### config.mk
export PLATFORM = sky130hd
export DESIGN_NAME = uuid_text_format
export DESIGN_NICKNAME = d
export VERILOG_FILES = /design/src/rtl/core/utf_pkg.sv /design/src/rtl/core/utf_b62_cell.sv /design/src/rtl/core/utf_text_cell.sv /design/src/rtl/core/utf_convert.sv /design/src/rtl/core/uuid_text_format.sv
export SDC_FILE = /design/constraint.sdc
export NUM_CORES = 2
export LEC_CHECK = 0
export BUFFER_PORTS_ARGS = -buffer_cell sky130_fd_sc_hd__buf_2
export CORE_MARGIN = 8
export CORE_UTILIZATION = 45
export CTS_CLUSTER_DIAMETER = 200
export CTS_CLUSTER_SIZE = 25
export DETAILED_ROUTE_END_ITERATION = 8
export PLACE_DENSITY = 0.65
export SETUP_SLACK_MARGIN = 0.5
export SYNTH_ARGS = -nofsm -noshare
export SYNTH_HDL_FRONTEND = slang
export SYNTH_SLANG_ARGS = --single-unit
export TNS_END_PERCENT = 100
### constraint.sdc
create_clock -name i_clk -period 11.2 [get_ports i_clk]
set_input_delay 1.68 -clock i_clk [delete_from_list [all_inputs] [get_ports i_clk]]
set_output_delay 1.68 -clock i_clk [all_outputs]
set_load 0.005 [all_outputs]
### src/rtl/core/utf_pkg.sv
// ----------------------------------------------------------------------------
// utf_pkg
// Shared types, constants and character mapping functions for the UUID text formatter.
// ----------------------------------------------------------------------------
package utf_pkg;

    localparam int TEXT_MAX       = 36;
    localparam int HEX_DIGITS     = 32;
    localparam int BASE62_DIGITS  = 11;
    localparam int HALF_W         = 64;
    localparam int B62_BITS_STEP  = 2;
    localparam int B62_SHIFT_STEPS = HALF_W / B62_BITS_STEP;
    localparam int B62_DONE       = B62_SHIFT_STEPS + BASE62_DIGITS;
    localparam int CNT_W          = $clog2(B62_DONE + 1);
    localparam int LEN_W          = $clog2(TEXT_MAX + 1);

    localparam logic [LEN_W-1:0] LEN_HYPHEN = LEN_W'(TEXT_MAX);
    localparam logic [LEN_W-1:0] LEN_PLAIN  = LEN_W'(HEX_DIGITS);
    localparam logic [LEN_W-1:0] LEN_B62    = LEN_W'(2 * BASE62_DIGITS);

    localparam logic [7:0] CH_ZERO = 8'h30;
    localparam logic [7:0] CH_LA   = 8'h61;
    localparam logic [7:0] CH_UA   = 8'h41;
    localparam logic [7:0] CH_DASH = 8'h2D;

    typedef enum logic [1:0] {
        MODE_HYPHEN = 2'd0,
        MODE_PLAIN  = 2'd1,
        MODE_B62    = 2'd2,
        MODE_OFF    = 2'd3
    } t_mode;

    typedef logic [TEXT_MAX-1:0][7:0] t_text;

    typedef struct packed {
        logic full;
        logic done;
    } t_cv_status;

    typedef struct packed {
        logic       valid;
        logic       last;
        logic [7:0] code;
    } t_slot;

    function automatic logic [7:0] f_hex_char(input logic [3:0] i_nib);
        logic [7:0] w_v;
        w_v = {4'd0, i_nib};
        return (w_v < 8'd10) ? (CH_ZERO + w_v) : (CH_LA + w_v - 8'd10);
    endfunction

    function automatic logic [7:0] f_b62_char(input logic [5:0] i_dig);
        logic [7:0] w_v;
        w_v = {2'd0, i_dig};
        if (w_v < 8'd10) begin
            return CH_ZERO + w_v;
        end else if (w_v < 8'd36) begin
            return CH_LA + w_v - 8'd10;
        end else begin
            return CH_UA + w_v - 8'd36;
        end
    endfunction

endpackage

### src/rtl/core/utf_b62_cell.sv
// ----------------------------------------------------------------------------
// utf_b62_cell
// One base-62 digit cell: multiplies its digit and the incoming carry by
// four, adds the bits (flush: just the carry), carry out to the next cell.
// ----------------------------------------------------------------------------
module utf_b62_cell (
    input  logic       i_clk,
    input  logic       i_clr,
    input  logic       i_en,
    input  logic       i_flush,
    input  logic [2:0] i_cin,
    input  logic [1:0] i_bits,
    output logic [5:0] o_digit,
    output logic [2:0] o_carry
);
    logic [5:0] r_digit, n_digit;
    logic [2:0] r_carry, n_carry;
    logic [8:0] w_sum;

    always_comb begin
        if (i_flush) begin
            w_sum = {3'd0, r_digit} + {6'd0, i_cin};
        end else begin
            w_sum = {1'b0, r_digit, 2'b00} + {4'd0, i_cin, 2'b00} + {7'd0, i_bits};
        end
        if (w_sum >= 9'd248) begin
            n_carry = 3'd4;
            n_digit = 6'(w_sum - 9'd248);
        end else if (w_sum >= 9'd186) begin
            n_carry = 3'd3;
            n_digit = 6'(w_sum - 9'd186);
        end else if (w_sum >= 9'd124) begin
            n_carry = 3'd2;
            n_digit = 6'(w_sum - 9'd124);
        end else if (w_sum >= 9'd62) begin
            n_carry = 3'd1;
            n_digit = 6'(w_sum - 9'd62);
        end else begin
            n_carry = 3'd0;
            n_digit = 6'(w_sum);
        end
    end

    always_ff @(posedge i_clk) begin
        if (i_clr) begin
            r_digit <= '0;
            r_carry <= '0;
        end else if (i_en) begin
            r_digit <= n_digit;
            r_carry <= n_carry;
        end
    end

    assign o_digit = r_digit;
    assign o_carry = r_carry;

endmodule

### src/rtl/core/utf_text_cell.sv
// ----------------------------------------------------------------------------
// utf_text_cell
// One character slot of the output chain. It loads a character in parallel
// or takes the one held by its neighbor further from the head.
// ----------------------------------------------------------------------------
module utf_text_cell (
    input  logic           i_clk,
    input  logic           i_rst_n,
    input  logic           i_load,
    input  logic           i_shift,
    input  utf_pkg::t_slot i_ld,
    input  utf_pkg::t_slot i_next,
    output utf_pkg::t_slot o_slot
);
    import utf_pkg::*;

    logic       r_valid;
    logic       r_last;
    logic [7:0] r_code;

    always_ff @(posedge i_clk) begin
        if (!i_rst_n) begin
            r_valid <= 1'b0;
        end else if (i_load) begin
            r_valid <= i_ld.valid;
        end else if (i_shift) begin
            r_valid <= i_next.valid;
        end
    end

    always_ff @(posedge i_clk) begin
        if (i_load) begin
            r_last <= i_ld.last;
            r_code <= i_ld.code;
        end else if (i_shift) begin
            r_last <= i_next.last;
            r_code <= i_next.code;
        end
    end

    assign o_slot = '{valid: r_valid, last: r_last, code: r_code};

endmodule

### src/rtl/core/utf_convert.sv
// ----------------------------------------------------------------------------
// utf_convert
// Holds one UUID and renders its text: hex directly, base-62 through two
// chains of digit cells fed two bits per cycle and then flushed.
// ----------------------------------------------------------------------------
module utf_convert (
    input  logic                i_clk,
    input  logic                i_rst_n,
    input  logic                i_take,
    input  logic                i_release,
    input  utf_pkg::t_mode      i_mode,
    input  logic [63:0]         i_hi,
    input  logic [63:0]         i_lo,
    output utf_pkg::t_cv_status o_status,
    output utf_pkg::t_text      o_text,
    output logic [5:0]          o_len
);
    import utf_pkg::*;

    logic             r_full;
    t_mode            r_mode;
    logic [CNT_W-1:0] r_cnt;
    logic [63:0]      r_hi, r_lo;
    logic             w_step, w_flush;

    logic [5:0] w_dig_hi [BASE62_DIGITS];
    logic [5:0] w_dig_lo [BASE62_DIGITS];
    logic [2:0] w_car_hi [BASE62_DIGITS];
    logic [2:0] w_car_lo [BASE62_DIGITS];

    assign w_step  = r_full && (r_mode == MODE_B62) && (r_cnt < CNT_W'(B62_DONE));
    assign w_flush = (r_cnt >= CNT_W'(B62_SHIFT_STEPS));

    always_ff @(posedge i_clk) begin
        if (!i_rst_n) begin
            r_full <= 1'b0;
        end else if (i_take) begin
            r_full <= (i_mode != MODE_OFF);
        end else if (i_release) begin
            r_full <= 1'b0;
        end
    end

    always_ff @(posedge i_clk) begin
        if (i_take) begin
            r_mode <= i_mode;
            r_cnt  <= '0;
            r_hi   <= i_hi;
            r_lo   <= i_lo;
        end else if (w_step) begin
            r_cnt <= r_cnt + CNT_W'(1);
            if (!w_flush) begin
                r_hi <= {r_hi[61:0], 2'b00};
                r_lo <= {r_lo[61:0], 2'b00};
            end
        end
    end

    genvar g;
    generate
        for (g = 0; g < BASE62_DIGITS; g++) begin : g_cell
            if (g == 0) begin : g_head
                utf_b62_cell u_hi (
                    .i_clk   (i_clk),
                    .i_clr   (i_take),
                    .i_en    (w_step),
                    .i_flush (w_flush),
                    .i_cin   (3'd0),
                    .i_bits  (w_flush ? 2'b00 : r_hi[63:62]),
                    .o_digit (w_dig_hi[g]),
                    .o_carry (w_car_hi[g])
                );
                utf_b62_cell u_lo (
                    .i_clk   (i_clk),
                    .i_clr   (i_take),
                    .i_en    (w_step),
                    .i_flush (w_flush),
                    .i_cin   (3'd0),
                    .i_bits  (w_flush ? 2'b00 : r_lo[63:62]),
                    .o_digit (w_dig_lo[g]),
                    .o_carry (w_car_lo[g])
                );
            end else begin : g_body
                utf_b62_cell u_hi (
                    .i_clk   (i_clk),
                    .i_clr   (i_take),
                    .i_en    (w_step),
                    .i_flush (w_flush),
                    .i_cin   (w_car_hi[g-1]),
                    .i_bits  (2'b00),
                    .o_digit (w_dig_hi[g]),
                    .o_carry (w_car_hi[g])
                );
                utf_b62_cell u_lo (
                    .i_clk   (i_clk),
                    .i_clr   (i_take),
                    .i_en    (w_step),
                    .i_flush (w_flush),
                    .i_cin   (w_car_lo[g-1]),
                    .i_bits  (2'b00),
                    .o_digit (w_dig_lo[g]),
                    .o_carry (w_car_lo[g])
                );
            end
        end
    endgenerate

    always_comb begin
        o_text = '0;
        o_len  = LEN_HYPHEN;
        case (r_mode)
            MODE_HYPHEN: begin
                for (int d = 0; d < HEX_DIGITS; d++) begin
                    o_text[d + (d >= 8) + (d >= 12) + (d >= 16) + (d >= 20)] =
                        (d < 16) ? f_hex_char(r_hi[63 - 4 * d -: 4])
                                 : f_hex_char(r_lo[63 - 4 * (d - 16) -: 4]);
                end
                o_text[8]  = CH_DASH;
                o_text[13] = CH_DASH;
                o_text[18] = CH_DASH;
                o_text[23] = CH_DASH;
                o_len = LEN_HYPHEN;
            end
            MODE_PLAIN: begin
                for (int d = 0; d < HEX_DIGITS; d++) begin
                    o_text[d] = (d < 16) ? f_hex_char(r_hi[63 - 4 * d -: 4])
                                         : f_hex_char(r_lo[63 - 4 * (d - 16) -: 4]);
                end
                o_len = LEN_PLAIN;
            end
            MODE_B62: begin
                for (int k = 0; k < BASE62_DIGITS; k++) begin
                    o_text[k] = f_b62_char(w_dig_hi[BASE62_DIGITS - 1 - k]);
                    o_text[BASE62_DIGITS + k] = f_b62_char(w_dig_lo[BASE62_DIGITS - 1 - k]);
                end
                o_len = LEN_B62;
            end
            default: begin
                o_len = LEN_HYPHEN;
            end
        endcase
    end

    assign o_status = '{full: r_full,
                        done: r_full && ((r_mode != MODE_B62) ||
                                         (r_cnt == CNT_W'(B62_DONE)))};

    a_cnt_bound: assert property (@(posedge i_clk) disable iff (!i_rst_n)
        r_full |-> (r_cnt <= CNT_W'(B62_DONE)))
        else $error("base-62 step counter ran past the flush end");

    a_flush_clean: assert property (@(posedge i_clk) disable iff (!i_rst_n)
        (o_status.done && (r_mode == MODE_B62)) |->
            ((w_car_hi[BASE62_DIGITS-1] == 3'd0) && (w_car_lo[BASE62_DIGITS-1] == 3'd0)
             && (w_car_hi[0] == 3'd0) && (w_car_lo[0] == 3'd0)))
        else $error("base-62 carries still pending when the text was released");

    a_release_done: assert property (@(posedge i_clk) disable iff (!i_rst_n)
        i_release |-> o_status.done)
        else $error("text released before conversion finished");

endmodule

### src/rtl/core/uuid_text_format.sv
// ----------------------------------------------------------------------------
// uuid_text_format
// Renders a 128-bit UUID as ASCII text, one character per output transaction,
// in hyphenated hex, plain hex or two-half base-62; off mode drops the UUID.
//
// Channel   Dir  Handshake                  Payload
// s_axis    in   s_axis_tvalid/tready       tdata[63:0] uuid_high, [127:64] uuid_low
// m_axis    out  m_axis_tvalid/tready       tdata[7:0] char_code, tlast last_char
// cfg       in   i_cfg_valid/o_cfg_ready    i_cfg_data[1:0] format_mode
//
// Hex modes stream UUIDs back to back with no gap; the 36-cell character chain
// holds the text of one UUID.
// Base-62 loads a UUID, then runs two-bit steps and carry flush steps in the
// digit-cell chains, during which the previous text drains.
// A new UUID is taken while the previous text still streams; s_axis_tready
// drops while a held UUID is still converting or waits for the chain to empty.
// Reset is synchronous and clears the mode register and all valid state.
// ----------------------------------------------------------------------------
module uuid_text_format (
    input  logic           i_clk,
    input  logic           i_rst_n,
    input  logic           s_axis_tvalid,
    output logic           s_axis_tready,
    input  logic [127:0]   s_axis_tdata,   // uuid_high, uuid_low
    output logic           m_axis_tvalid,
    input  logic           m_axis_tready,
    output logic [7:0]     m_axis_tdata,   // char_code
    output logic           m_axis_tlast,
    input  logic           i_cfg_valid,
    output logic           o_cfg_ready,
    input  logic [1:0]     i_cfg_data
);
    import utf_pkg::*;

    t_mode      r_format_mode;
    t_cv_status w_status;
    t_text      w_text;
    logic [5:0] w_len;
    logic       w_take, w_load, w_shift, w_empty_next;
    t_slot      w_slot [TEXT_MAX];
    t_slot      w_ld   [TEXT_MAX];
    logic [TEXT_MAX-1:0] w_valid;

    always_ff @(posedge i_clk) begin
        if (!i_rst_n) begin
            r_format_mode <= MODE_HYPHEN;
        end else if (i_cfg_valid) begin
            r_format_mode <= t_mode'(i_cfg_data);
        end
    end

    assign o_cfg_ready = 1'b1;

    always_comb begin
        for (int p = 0; p < TEXT_MAX; p++) begin
            w_valid[p]    = w_slot[p].valid;
            w_ld[p].valid = (LEN_W'(p) < w_len);
            w_ld[p].last  = (LEN_W'(p + 1) == w_len);
            w_ld[p].code  = w_text[p];
        end
    end

    assign w_shift      = !w_valid[0] || m_axis_tready;
    assign w_empty_next = (w_valid[TEXT_MAX-1:1] == '0) && w_shift;
    assign w_load       = w_status.done && w_empty_next;
    assign s_axis_tready = !w_status.full || w_load;
    assign w_take       = s_axis_tvalid && s_axis_tready;

    utf_convert u_convert (
        .i_clk     (i_clk),
        .i_rst_n   (i_rst_n),
        .i_take    (w_take),
        .i_release (w_load),
        .i_mode    (r_format_mode),
        .i_hi      (s_axis_tdata[63:0]),
        .i_lo      (s_axis_tdata[127:64]),
        .o_status  (w_status),
        .o_text    (w_text),
        .o_len     (w_len)
    );

    genvar g;
    generate
        for (g = 0; g < TEXT_MAX; g++) begin : g_text
            utf_text_cell u_cell (
                .i_clk   (i_clk),
                .i_rst_n (i_rst_n),
                .i_load  (w_load),
                .i_shift (w_shift),
                .i_ld    (w_ld[g]),
                .i_next  ((g == TEXT_MAX - 1) ? t_slot'('0) : w_slot[(g + 1) % TEXT_MAX]),
                .o_slot  (w_slot[g])
            );
        end
    endgenerate

    assign m_axis_tvalid = w_slot[0].valid;
    assign m_axis_tdata  = w_slot[0].code;
    assign m_axis_tlast  = w_slot[0].last;

    a_last_alone: assert property (@(posedge i_clk) disable iff (!i_rst_n)
        (w_slot[0].valid && w_slot[0].last) |-> (w_valid[TEXT_MAX-1:1] == '0))
        else $error("characters queued behind the final character of a UUID");

    a_take_when_full: assert property (@(posedge i_clk) disable iff (!i_rst_n)
        (w_take && w_status.full) |-> w_load)
        else $error("UUID taken over one that was not yet handed to the chain");

    a_load_empty: assert property (@(posedge i_clk) disable iff (!i_rst_n)
        w_load |=> (w_valid[0] == (w_len != 6'd0)) || !w_valid[0])
        else $error("character chain head inconsistent after a load");

endmodule
Word-level counts from Yosys, hierarchy flattened --
Cells that the tools add are included.
Storage, ports and cells: register bits 691, input port bits 135, output and inout port bits 12, word-level logic and storage cells 1249
Cells by class: mux-type cells 495, $lt $le $gt $ge 202, add/subtract/negate cells 337, reductions and logical operators 17, equal/unequal tests 42
Operators with widths (count):
- $mux W8 | 148
- $mux W6 | 88
- $pmux W176 S3 | 1
- $sub A6 B6 Y6 const B | 88
- $sub A8 B4 Y8 const B | 54
- $ge A9 B8 Y1 const B | 44
- $mux W64 | 6
- $add A7 B6 Y8 const A | 44
- $add A7 B4 Y8 const A | 32
- $add A6 B4 Y7 const A | 32
- $ge A9 B6 Y1 const B | 22
- $ge A9 B7 Y1 const B | 22
- $mux W9 | 22
- $add A8 B5 Y9 | 20
- $sub A8 B6 Y8 const B | 22
- $mux W1 | 165
- $pmux W80 S2 | 1
- $add A6 B6 Y7 const A | 22
- $add A6 B3 Y7 | 20
- $lt A6 B6 Y1 const B | 23
- $lt A6 B4 Y1 const B | 22
- $lt A4 B4 Y1 const B | 32
- $eq A5 B6 Y1 const A | 16
- $lt A5 B6 Y1 const A | 16
- 28 further kinds | 131

Depth between registers and ports, before layout --
word-level depth 9, mapped depth 20, mapped depth without buffers 16

Hierarchy --
Synthesis repeated with hierarchy kept, for this count alone.
Unflattened totals: cell total of the unflattened synthesis 7417, area total of the unflattened synthesis 66251.0 µm²
Modules (own cells, without submodules):
- utf_b62_cell (u_convert.g_cell[0].g_head.u_hi ...) | cells an instance 178, area each 1386.3 µm², times used 20, sequential area each 180.2 µm²
- utf_convert | cells an instance 2412, area each 18302.6 µm², times used 1, sequential area each 4043.9 µm²
- utf_text_cell | cells an instance 26, area each 455.4 µm², times used 36, sequential area each 290.3 µm²
- utf_b62_cell (u_convert.g_cell[9].g_body.u_lo) | cells an instance 188, area each 1550.2 µm², times used 1, sequential area each 180.2 µm²
- utf_b62_cell (u_convert.g_cell[9].g_body.u_hi) | cells an instance 175, area each 1457.6 µm², times used 1, sequential area each 180.2 µm²
- uuid_text_format | cells an instance 146, area each 818.3 µm², times used 1, sequential area each 40.0 µm²

Least setup slack after synthesis --
No wires, ideal clock.
path type register to register, from register u_convert.r_cnt[5], to register u_convert.r_hi[0], enable pin, slack -0.453 ns, arrival time 10.861 ns, cell stages (with the launch flop) 12, library setup time 0.792 ns, period minus slack after synthesis 11.653 ns, cells stage by stage dfxtp_1 buf_6 buf_6 buf_4 buf_4 buf_4 buf_4 buf_2 buf_2 buf_2 buf_1 o21ai_0
Between the ends: word-level cells in the longest chain between the ends 8, elaborated cells on any way between the ends 12
RTL lines:
- start, declared | line utf_convert.sv:22 | logic [CNT_W-1:0] r_cnt;
- start signal, assigned | line utf_convert.sv:51 | r_cnt <= r_cnt + CNT_W'(1);
- $eq A6 B6 Y1 | line utf_convert.sv:146 | (r_cnt == CNT_W'(B62_DONE)))};
- $logic_or A1 B1 Y1 | line utf_convert.sv:145 | done: r_full && ((r_mode != MODE_B62) ||
- $logic_and A1 B1 Y1 | line utf_convert.sv:145
- $logic_and A1 B1 Y1 | line uuid_text_format.sv:65 | assign w_load = w_status.done && w_empty_next;
- $logic_or A1 B1 Y1 | line uuid_text_format.sv:66 | assign s_axis_tready = !w_status.full || w_load;
- $logic_and A1 B1 Y1 | line uuid_text_format.sv:67 | assign w_take = s_axis_tvalid && s_axis_tready;
- $ne A2 B2 Y1 (no source line) / $reduce_bool A2 Y1 (equally long branches)
- $reduce_and A2 Y1 (no source line) *
- end signal, assigned | line utf_convert.sv:48 | r_hi <= i_hi;
- end signal, assigned | line utf_convert.sv:53 | r_hi <= {r_hi[61:0], 2'b00};
- end, declared | line utf_convert.sv:23 | logic [63:0] r_hi, r_lo;
Every way passes the cells marked *; elsewhere a longest branch is shown, timed or not. A chain may end at the register's enable or synchronous reset.

Final worst setup path --
from register u_convert.r_cnt[5], to output port s_axis_tready
Between the ends: word-level cells in the longest chain between the ends 5
RTL lines:
- $eq A6 B6 Y1 | line utf_convert.sv:146
- $logic_or A1 B1 Y1 | line utf_convert.sv:145
- $logic_and A1 B1 Y1 | line utf_convert.sv:145
- $logic_and A1 B1 Y1 | line uuid_text_format.sv:65
- $logic_or A1 B1 Y1 | line uuid_text_format.sv:66
- end, declared | line uuid_text_format.sv:23 | output logic s_axis_tready,
Every way passes these cells.

==> run metrics <==
status=finished, final reports clean; max layer used=met4; H-tree depth=1; num rows=between 100 and 150; max-slew violation count=0; sequential power share=between 40 and 50%; commonest register cell after synthesis=edfxtp_1; Int Pwr=slightly above 0.005 W; Top delay family on crit path=simple AND/OR/NAND/NOR gates; WL met1=73.6 mm; register area share after synthesis=33.8%; Logic pwr share=34.5%; FF/Latch Area=0.0180 mm²; P per Cell Area=151 mW/mm²; top cell type's share of synthesized area=about a quarter; CP required=9.52 ns; Synth Register Bits=around 680; ys async rst share=0%; DR pass1 iterations=8; WL final=between 150 and 200 mm; Die Y=360 µm; io pins=147; Clock Path Buffers=3; DRC viols=0; largest net degree at the start of global routing=169; final hold vios=0; DRT antenna net count=0; kind of critical path=reg2out; Hold Slack=0.469 ns; DP Cell Count=slightly below 8000; fin area=0.0554 mm²; Netlist cell types=about 120; # fillers=11400; period utilization=approximately 48%; first-pass GRT wire length=250 mm; share of cells above drive strength 1=5.78%; static leakage=22.1 nW; met3 WL post-DR=between 10 and 15 mm; DR WL met2=69.5 mm; slowest library cell on the worst path=dfxtp_4; Sink Count=between 600 and 700; Final GP Congestion=0.921; area of the multi-input gates=between 0.03 and 0.04 mm²; Root Driver=clkbuf_16; initial core utilization=between 40% and 50%; grt total ovfl=0; nets=6733; vias in the first global route=43700; min-delay worst type=reg2reg; CTS buffer count=31; DP Wirelength=109 mm; worst-margin pin slew=1.04 ns; cts hold-fix bufs=0; switching part of the total=between 30% and 40%; crit end category=output pin; routed wire length per instance=between 20 and 25 µm; Post-Layout Cell Count=around 7800; synth top area cells=edfxtp_1, dfxtp_1, ha_1, nand2_1, o21ai_0; Yosys warnings=0; n_diodes=0; most frequent cell after synthesis=nand2_1; Die ar.=0.129 mm²; area leader, netlist=edfxtp_1; Post-CTS Resized=0; slowest cell delay on critical path=0.86 ns; DR iter-0 viols=a little under 6000; vias per inst=between 6 and 7; number of port buffers=145; mapped cell area=0.0531 mm²; cell count after synthesis=6382; EDFF count, synth=440; fin crit period=around 5.3 ns; clock skew=between 0.05 and 0.06 ns; unrepaired setup endpoints after global routing=no; Post-CTS Setup Bufs=0; Layout area overhead=4.29%; Clk pin slew, worst setup/hold paths=around 0.12 ns; routed via count=between 40000 and 50000; post-route setup TNS=0 ns; worst path bufs/invs=2; critical path arrival=3.66 ns; Post-DP Area=0.0545 mm²; Synth top cells by count=nand2_1, o21ai_0, edfxtp_1, a21oi_1, nor2_1; Core Area=~0.12 mm²; fmax=187 MHz; antenna violations before repair=1; CP max FO=70; Post-Syn Area per Cell=between 8 and 9 µm²; final setup violation count=0; All-Layer GR Usage=22.9%; Max-Cap Viols=0; Switch Pwr=0.00326 W; normalized max-slew margin=30.7%; critical path startpoint category=flop; DIE WIDTH=around 360 µm; Peak VDD IR=0.000135 V; syn nets=6916; clock network power share=16.9%; Critical Path, Cell by Cell=inv_4 -> o41ai_1 -> nand4_1 -> or3_4 -> nand2_1 -> buf_2; CTS tree=built; worst skew pair latency=between 0.6 and 0.7 ns
## state kept, by name, summed over array words and instances (netlist names), 6 cells and up
register and flops:
u_convert.g_cell.g_body.u_lo.o_digit 60, u_convert.r_lo 64, u_convert.g_cell.g_head.u_hi.o_digit 6, u_convert.r_hi 64, g_text.u_cell.r_code 274, u_convert.g_cell.g_body.u_hi.o_digit 60
u_convert.r_cnt 6, u_convert.g_cell.g_body.u_hi.o_carry 27, u_convert.g_cell.g_body.u_lo.o_carry 27, u_convert.g_cell.g_head.u_lo.o_digit 6, g_text.u_cell.r_valid 36, g_text.u_cell.r_last 36
## power by group through the flow
| stage | logic [W] | registers [W] | clock network, W |
|---|---|---|---|
| after CTS | 0.00286 | 0.00404 | 0.00144 |
| after floorplan | 0.00211 | 0.00387 | 0 |
| after detailed placement | 0.00285 | 0.00408 | 0 |
| final | 0.00288 | 0.00405 | 0.00141 |
| after global routing | 0.00320 | 0.00412 | 0.00152 |
| after global placement | 0.00279 | 0.00409 | 0 |
## final timing paths
path                                                                 start                                          end  slack, ns  depth (start not counted)
worst max-delay path                                    u_convert.r_cnt[5]                                s_axis_tready       5.86                          6
worst min-delay path            u_convert.g_cell[0].g_head.u_hi.o_carry[0]   u_convert.g_cell[0].g_head.u_hi.o_carry[0]       0.47                          2
worst max register to register                          u_convert.r_cnt[5]  u_convert.g_cell[10].g_body.u_hi.o_digit[3]       6.07                         14
worst min register to register  u_convert.g_cell[0].g_head.u_hi.o_carry[0]   u_convert.g_cell[0].g_head.u_hi.o_carry[0]       0.47                          2
## layout by cell type (no fill, tap or decap), types with 26 or more instances in the layout
cell type	count
nand2b_1	45
edfxtp_1	440
nand4_1	53
mux2i_1	69
dfxtp_1	236
nor3b_1	39
a211o_1	26
buf_2	145
clkbuf_16	31
a211oi_1	78
inv_1	309
buf_4	40
o211a_1	28
o22ai_1	37
nand2_1	992
o21a_1	100
xnor2_1	254
and2_1	81
nor3_1	101
ha_1	376
o31ai_1	75
or3_1	50
nor2b_1	56
and3_1	48
a21boi_0	35
a21o_1	61
a21oi_1	416
o211ai_1	94
a222oi_1	68
a22oi_1	125
nand3_1	152
a221oi_1	30
mux2_2	29
o21ai_0	558
a32oi_1	28
nor4_1	38
nor2_1	378
a31oi_1	70
## tightest hold or removal path: stages (launching register included)
cell     delay [ns]
dfxtp_1        0.33
nand2_1        0.05
a21oi_1        0.05
## area by class of cell
type	instances	area share, %
Multi-Input combinational cell	4987	58.4
Sequential cell	677	32.4
Tap cell	1536	3.47
Inverter	315	2.16
Timing Repair Buffer	187	1.92
Clock buffer	56	1.57
Clock inverter	2	0.0700
## per-layer routing
| layer | vias to the layer above | GRT usage [%] |
|---|---|---|
| li1 | 23000 | - |
| met1 | 23100 | 34.3 |
| met2 | 1800 | 35.3 |
| met3 | 204 | 2.43 |
| met4 | 0 | 5.33 |
| met5 | - | 0 |
## logic make-up after synthesis
group | Yosys count | synth area share, %
buf+inv | 718 | 5.51
flops | 677 | 33.8
xor+xnor | 279 | 4.60
compound gates | 2084 | 26.1
mux | 99 | 1.94
simple gates | 2125 | 18.3
fa+ha+maj | 399 | 9.68
other cells | 1 | 0.00706
## per-stage QoR
stage	total power [W]	util, %	worst slack (ns)
2_1_floorplan	0.00598	-	3.01
3_3_place_gp	0.00688	46.4	5.84
3_5_place_dp	0.00693	46.4	5.73
4_1_cts	0.00834	47.1	5.83
5_1_grt	0.00884	47.1	5.69
6_report	0.00834	47.1	5.86
Power figures use the tool's default switching activity.
